===== config.mk =====
export PLATFORM = sky130hd
export DESIGN_NAME = bresenham_line_pixel_generator
export DESIGN_NICKNAME = d
export VERILOG_FILES = /design/src/hdl/bres_pkg.sv /design/src/hdl/bresenham_line_pixel_generator.sv /design/src/hdl/bres_setup.sv /design/src/hdl/bres_step.sv
export SDC_FILE = /design/constraint.sdc
export NUM_CORES = 1
export LEC_CHECK = 0
export BUFFER_PORTS_ARGS = -buffer_cell sky130_fd_sc_hd__buf_2
export CORE_MARGIN = 4
export CORE_UTILIZATION = 35
export DETAILED_ROUTE_END_ITERATION = 8
export PLACE_DENSITY = 0.56
export SLEW_MARGIN = 10
export SYNTH_ARGS = -nofsm -noshare
export SYNTH_HDL_FRONTEND = slang
export SYNTH_SLANG_ARGS = --single-unit

===== constraint.sdc =====
create_clock -name clock -period 9.9 [get_ports clock]
set_input_delay 0.99 -clock clock [delete_from_list [all_inputs] [get_ports clock]]
set_output_delay 0.99 -clock clock [all_outputs]
set_load 0.01 [all_outputs]

===== src/hdl/bres_pkg.sv =====
// Shared types and constants for the Bresenham line pixel generator.
`default_nettype none

package bres_pkg;

   localparam int COORD_BITS = 16;
   localparam int FIELD_BITS = 16;
   localparam int ERR_BITS   = COORD_BITS + 3;

   localparam logic OP_START = 1'b0;
   localparam logic OP_NEXT  = 1'b1;

   typedef struct packed {
      logic                  op;
      logic [FIELD_BITS-1:0] x_start;
      logic [FIELD_BITS-1:0] y_start;
      logic [FIELD_BITS-1:0] x_end;
      logic [FIELD_BITS-1:0] y_end;
      logic [FIELD_BITS-1:0] color;
   } req_type;

   typedef struct packed {
      logic [FIELD_BITS-1:0] pixel_x;
      logic [FIELD_BITS-1:0] pixel_y;
      logic [FIELD_BITS-1:0] pixel_color;
      logic                  last;
   } rsp_type;

   // Walk state of one line: position, error term, count and step setup.
   typedef struct packed {
      logic [COORD_BITS-1:0]      cur_x;
      logic [COORD_BITS-1:0]      cur_y;
      logic signed [ERR_BITS-1:0] err_acc;
      logic [COORD_BITS-1:0]      pixels_left;
      logic                       x_negative;
      logic                       y_negative;
      logic                       y_major;
      logic [COORD_BITS:0]        twice_dx;
      logic [COORD_BITS:0]        twice_dy;
   } line_type;

endpackage

`default_nettype wire


===== src/hdl/bresenham_line_pixel_generator.sv =====
// Bresenham line rasterizer: at most one pixel per request, two-stage pipeline.
//
// Requests arrive on req_valid/req_ready with a req_type payload. A start
// request (op = OP_START) carries both endpoints and a color and produces the
// first pixel of the line; each next request (op = OP_NEXT) produces the
// following pixel. The final pixel carries last = 1. A next request with no
// line in progress is consumed and produces no pixel. A start request drops
// any line in progress.
// Pixels leave on rsp_valid/rsp_ready with a rsp_type payload.
// An accepted request is registered in the request stage (with its line
// setup), then its pixel is registered in the pixel stage (with the walk step).
// Throughput: one request per cycle while rsp_ready stays high; the step
// loop closes through one add-and-compare in the pixel stage.
// When the receiver stalls, the finished pixel holds in the output register
// and one further request is still taken into the request stage.
// Reset (synchronous, active high) empties both stages and ends any line.
`default_nettype none

module bresenham_line_pixel_generator (
   input  wire logic          clock,
   input  wire logic          reset,
   input  wire logic          req_valid,
   output logic               req_ready,
   input  wire bres_pkg::req_type req_payload,
   output logic               rsp_valid,
   input  wire logic          rsp_ready,
   output bres_pkg::rsp_type  rsp_payload
);
   import bres_pkg::*;

   logic      s1_valid_ff, s1_valid_in;
   logic      s1_op_ff, s1_op_in;
   logic [FIELD_BITS-1:0] s1_color_ff, s1_color_in;
   line_type  s1_line_ff, s1_line_in;

   line_type  line_ff, line_in;
   logic [FIELD_BITS-1:0] color_ff, color_in;
   logic      active_ff, active_in;

   logic      rsp_valid_ff, rsp_valid_in;
   rsp_type   rsp_ff, rsp_in;

   line_type  setup_line;
   line_type  step_cur;
   line_type  step_nxt;
   logic      step_last;
   logic      advance;
   logic      req_fire;
   logic      is_start;
   logic      emit;
   logic [FIELD_BITS-1:0] emit_color;

   bres_setup u_setup (
      .x0   (req_payload.x_start[COORD_BITS-1:0]),
      .y0   (req_payload.y_start[COORD_BITS-1:0]),
      .x1   (req_payload.x_end[COORD_BITS-1:0]),
      .y1   (req_payload.y_end[COORD_BITS-1:0]),
      .line (setup_line)
   );

   bres_step u_step (
      .cur  (step_cur),
      .nxt  (step_nxt),
      .last (step_last)
   );

   always_comb begin
      advance    = s1_valid_ff && (!rsp_valid_ff || rsp_ready);
      req_ready  = !s1_valid_ff || advance;
      req_fire   = req_valid && req_ready;
      is_start   = (s1_op_ff == OP_START);
      emit       = is_start || active_ff;
      step_cur   = is_start ? s1_line_ff : line_ff;
      emit_color = is_start ? s1_color_ff : color_ff;
   end

   // request stage
   always_comb begin
      s1_valid_in = req_ready ? req_valid : s1_valid_ff;
      s1_op_in    = s1_op_ff;
      s1_color_in = s1_color_ff;
      s1_line_in  = s1_line_ff;
      if (req_fire) begin
         s1_op_in    = req_payload.op;
         s1_color_in = req_payload.color;
         s1_line_in  = setup_line;
      end
   end

   // line state and pixel stage
   always_comb begin
      line_in   = line_ff;
      color_in  = color_ff;
      active_in = active_ff;
      rsp_in    = rsp_ff;
      if (advance && emit) begin
         line_in            = step_nxt;
         color_in           = emit_color;
         active_in          = !step_last;
         rsp_in.pixel_x     = FIELD_BITS'(step_cur.cur_x);
         rsp_in.pixel_y     = FIELD_BITS'(step_cur.cur_y);
         rsp_in.pixel_color = emit_color;
         rsp_in.last        = step_last;
      end
      priority if (advance) begin
         rsp_valid_in = emit;
      end else if (rsp_ready) begin
         rsp_valid_in = 1'b0;
      end else begin
         rsp_valid_in = rsp_valid_ff;
      end
   end

   always_ff @(posedge clock) begin
      if (reset) begin
         s1_valid_ff  <= 1'b0;
         active_ff    <= 1'b0;
         rsp_valid_ff <= 1'b0;
         line_ff      <= '0;
         color_ff     <= '0;
      end else begin
         s1_valid_ff  <= s1_valid_in;
         active_ff    <= active_in;
         rsp_valid_ff <= rsp_valid_in;
         line_ff      <= line_in;
         color_ff     <= color_in;
      end
   end

   always_ff @(posedge clock) begin
      s1_op_ff    <= s1_op_in;
      s1_color_ff <= s1_color_in;
      s1_line_ff  <= s1_line_in;
      rsp_ff      <= rsp_in;
   end

   assign rsp_valid   = rsp_valid_ff;
   assign rsp_payload = rsp_ff;

   a_emit_gives_pixel: assert property (@(posedge clock) disable iff (reset)
      (advance && emit) |=> rsp_valid_ff)
      else $error("processed request produced no pixel");

   a_last_ends_line: assert property (@(posedge clock) disable iff (reset)
      (advance && emit && step_last) |=> !active_ff)
      else $error("line still active after its last pixel");

   a_idle_count_zero: assert property (@(posedge clock) disable iff (reset)
      !active_ff |-> (line_ff.pixels_left == '0))
      else $error("pixels left with no line in progress");

   a_stage_hold: assert property (@(posedge clock) disable iff (reset)
      (s1_valid_ff && !advance) |-> !req_ready)
      else $error("request taken while request stage is blocked");

endmodule

`default_nettype wire


===== src/hdl/bres_setup.sv =====
// Line setup: step signs, doubled deltas, major axis and initial error.
`default_nettype none

module bres_setup (
   input  wire logic [bres_pkg::COORD_BITS-1:0] x0,
   input  wire logic [bres_pkg::COORD_BITS-1:0] y0,
   input  wire logic [bres_pkg::COORD_BITS-1:0] x1,
   input  wire logic [bres_pkg::COORD_BITS-1:0] y1,
   output bres_pkg::line_type                  line
);
   import bres_pkg::*;

   logic [COORD_BITS-1:0] abs_dx;
   logic [COORD_BITS-1:0] abs_dy;
   logic [COORD_BITS:0]   twice_dx;
   logic [COORD_BITS:0]   twice_dy;
   logic                  x_neg;
   logic                  y_neg;
   logic                  y_major;

   always_comb begin
      x_neg    = (x1 < x0);
      y_neg    = (y1 < y0);
      abs_dx   = x_neg ? (x0 - x1) : (x1 - x0);
      abs_dy   = y_neg ? (y0 - y1) : (y1 - y0);
      twice_dx = {abs_dx, 1'b0};
      twice_dy = {abs_dy, 1'b0};
      // y wins ties
      y_major  = !(abs_dx > abs_dy);

      line.cur_x      = x0;
      line.cur_y      = y0;
      line.x_negative = x_neg;
      line.y_negative = y_neg;
      line.y_major    = y_major;
      line.twice_dx   = twice_dx;
      line.twice_dy   = twice_dy;
      if (y_major) begin
         line.err_acc     = ERR_BITS'(twice_dx) - ERR_BITS'(abs_dy);
         line.pixels_left = abs_dy;
      end else begin
         line.err_acc     = ERR_BITS'(twice_dy) - ERR_BITS'(abs_dx);
         line.pixels_left = abs_dx;
      end
   end

endmodule

`default_nettype wire


===== src/hdl/bres_step.sv =====
// One Bresenham step: flag the last pixel and advance position and error.
`default_nettype none

module bres_step (
   input  wire bres_pkg::line_type cur,
   output bres_pkg::line_type      nxt,
   output logic                    last
);
   import bres_pkg::*;

   logic                  err_ge;
   logic [COORD_BITS:0]   twice_major;
   logic [COORD_BITS:0]   twice_minor;
   logic [ERR_BITS-1:0]   err_sub;
   logic                  step_x;
   logic                  step_y;

   always_comb begin
      last        = (cur.pixels_left == '0);
      err_ge      = !cur.err_acc[ERR_BITS-1];
      twice_major = cur.y_major ? cur.twice_dy : cur.twice_dx;
      twice_minor = cur.y_major ? cur.twice_dx : cur.twice_dy;
      err_sub     = err_ge ? ERR_BITS'(twice_major) : '0;
      // major axis always steps, minor axis only when the error is nonnegative
      step_x      = cur.y_major ? err_ge : 1'b1;
      step_y      = cur.y_major ? 1'b1 : err_ge;

      nxt             = cur;
      nxt.err_acc     = cur.err_acc - err_sub + ERR_BITS'(twice_minor);
      if (step_x) begin
         nxt.cur_x = cur.x_negative ? (cur.cur_x - 1'b1) : (cur.cur_x + 1'b1);
      end
      if (step_y) begin
         nxt.cur_y = cur.y_negative ? (cur.cur_y - 1'b1) : (cur.cur_y + 1'b1);
      end
      if (!last) begin
         nxt.pixels_left = cur.pixels_left - 1'b1;
      end
   end

endmodule

`default_nettype wire


==> impl_metrics.toml <==
[power]
p_leak_uw = 0.008956
peakVddDrop_uv = 135.2
pwr_density_cell_nw_per_um2 = 240.3
finalPower_uw = 5289

[logic_synthesis]
synth_top_area_frac = 0.2569
synthArstFlopShare = 0
netlist_instances = 2109
ys_seq_area_frac = 0.3838
synth_seq_cells = 289
synth_commonest_cells = "nand2_1 (289), a21oi_1 (195), edfxtp_1 (166), inv_1 (152), ha_1 (149)"
synth_area_leaders = "edfxtp_1 (26%), dfxtp_1 (13%), ha_1 (9.6%)"
synth_edf_count = 166
synth_top_area_cell = "edfxtp_1"
syn_area_per_cell_sq_um = 9.201
synthFlopType = "edfxtp_1"
syn-num-nets = 2366
synthMostInstantiatedCell = "nand2_1"
yosys_warnings = 0
synth_area_sq_um = 19400
ys_types = 80

[drt]
wl_per_cell_um = 18.52
vias = 15730
drtPass1Iterations = 5
ant_nets = 0
vias_per_cell = 5.281
routed_wl_um = 55160
drt-initial-drc-count = 942
drcViolationCount = 0

[layout]
nNetsFinal = 2461
final_util = 0.4003
drive_gt1_frac = 0.1443
syn2layout_area_growth_pct = 13.42
n_antenna_cell = 0

[sta]
worst_hold_slack_ns = 0.4504
relSlewSlack = 0.2831
period_share = 0.6878
final-setup-viol-count = 0
setup_ws_ns = 3.090
fin_crit_ns = 6.810
rsz0062_at_grt = "no"
clock.fmax_mhz = 146.9
max_slew.worst_pin.slew_ns = 1.075
finalHoldViolCount = 0
setup_tns_ns = 0
skew_ns = 0.02051
drv_slew = 0

[global_route]
grt_pass1_vias = 15420
grt_usage = 0.1809
overflow = 0
grt_max_degree = 94
grt_pass1_wl_um = 86020
antenna_found_initial = 2

[clock_network]
htree_levels = 2
cts_hold_repair.buffers = 0
cts_tree = "done"
cts_resized = 0
cts_max_path_buffers = 3
cts_buffers = 35
clock-sinks = 289
clkLatencyLatePin_ns = 0.55
cts_root_buffer = "clkbuf_16"
clkTransAtPathRegs_ns = 0.06
post_cts_buffers = 0

[floorplanning]
fp.coreArea_sq_um = 54990
design.die.area_sq_um = 59270
io_pins = 136
die_w_um = 243.5
die_h_um = 243.5
start_util = 0.3529
fp-row-count = 86

[critical_path]
critPathKind = "in -> reg"
crit_arrival_ns = 7.11
cp.required_ns = 10.20
cp-start-kind = "input pin"
path_max_fanout = 30
reg2reg_setup_slack_ns = 3.92
cp-end-kind = "register"
r2r_cells = 22

[hold_path]
hold_class = "reg -> reg"
whs_path_depth = 2

[placement]
io_buffers = 135
gp_congestion = 0.8721
place_ws_ns = 2.546
hpwl_um = 40320

[outcome]
outcome = "finished, final reports clean"

[job]
maxCapViolCount = 0
-- power breakdown --
part / internal [uW] / total [uW] / switching, uW
Combinational: 973 / 2350 / 1380
Sequential: 1490 / 1610 / 118
Clock: 792 / 1330 / 536
Total: 3250 / 5290 / 2030
-- layout make-up --
class	instances	area [sq um]
fill	5387	32980
multi-input combinational	1569	11030
sequential	289	7448
clock buffer	49	1042
tap	748	935.9
timing repair buffer	154	820.8
inverter	155	586.8
clock inverter	15	142.6
-- worst max-delay path, stage by stage --
cell       delay [ns]
buf_2            0.11
inv_1            0.06
ha_1             0.16
inv_1            0.06
fa_1             0.43
a211oi_1         0.32
o21ai_1          0.21
a22oi_4          0.69
nand2_1          0.15
o221ai_1         0.31
o221ai_1         0.18
a21oi_1          0.29
o221ai_1         0.23
mux2i_1          0.21
nor2_1           0.37
ha_1             0.32
nand4_1          0.12
nor3_1           0.09
a2111oi_0        0.41
o21ai_1          0.25
o21ai_4          0.29
buf_4            0.44
mux2_2           0.38
-- sequential cells by signal (all words and copies together), names as in the netlist --
name and count:
line_ff 104, s1_line_ff 100, rsp_payload 49, color_ff 16, s1_color_ff 16, active_ff 1
rsp_valid 1, s1_op_ff 1, s1_valid_ff 1
-- final timing paths --
path	start	endpoint
max	req_payload[32]	s1_line_ff[48]$_DFFE_PP_
min	color_ff[11]$_SDFFE_PP0P_	color_ff[11]$_SDFFE_PP0P_
max reg2reg	s1_op_ff$_DFFE_PP_	line_ff[71]$_SDFFE_PP0P_
min reg2reg	color_ff[11]$_SDFFE_PP0P_	color_ff[11]$_SDFFE_PP0P_
-- metal layers --
layer	vias up	part of all wire	track usage
met2	380	0.45	0.2905
li1	7737	-	-
met1	7544	0.47	0.2521
met3	71	0.054	0.03159
met4	0	0.022	0.05025
met5	-	0	0
-- layout by cell type, fill, tap and decap left out, types with 9 or more instances in the layout --
master,n
nand2_1,288
o21ai_0,92
a311oi_1,9
xor2_1,29
o22ai_1,11
nor3_1,50
dfxtp_1,122
buf_2,134
xnor2_1,69
ha_1,149
mux2i_1,84
a21oi_1,194
fa_1,23
o21bai_1,9
inv_1,151
clkbuf_16,38
buf_4,20
nand3_1,40
a31oi_1,21
a21o_1,27
nor2b_1,45
nor2_1,105
edfxtp_1,166
o21a_1,10
nand2b_1,14
a211oi_1,55
or3_1,11
mux2_2,73
o211ai_1,12
-- logic make-up after synthesis --
family	synth area share
XOR/XNOR	0.04565
AO/OA/AOI/OAI	0.1687
flip-flops	0.3838
buffers and inverters	0.04965
AND/OR/NAND/NOR	0.1413
adder cells (fa/ha/maj)	0.1230
multiplexers	0.08782
-- per-stage QoR --
stage | area [sq um] | cells
finish | 22010 | 2979
global route | 22010 | 2979
floorplan | 19400 | 2109
global placement | 20830 | 2915
detailed placement | 20830 | 2915
CTS | 22010 | 2979
Note: power is estimated with default switching activity, not from simulation.
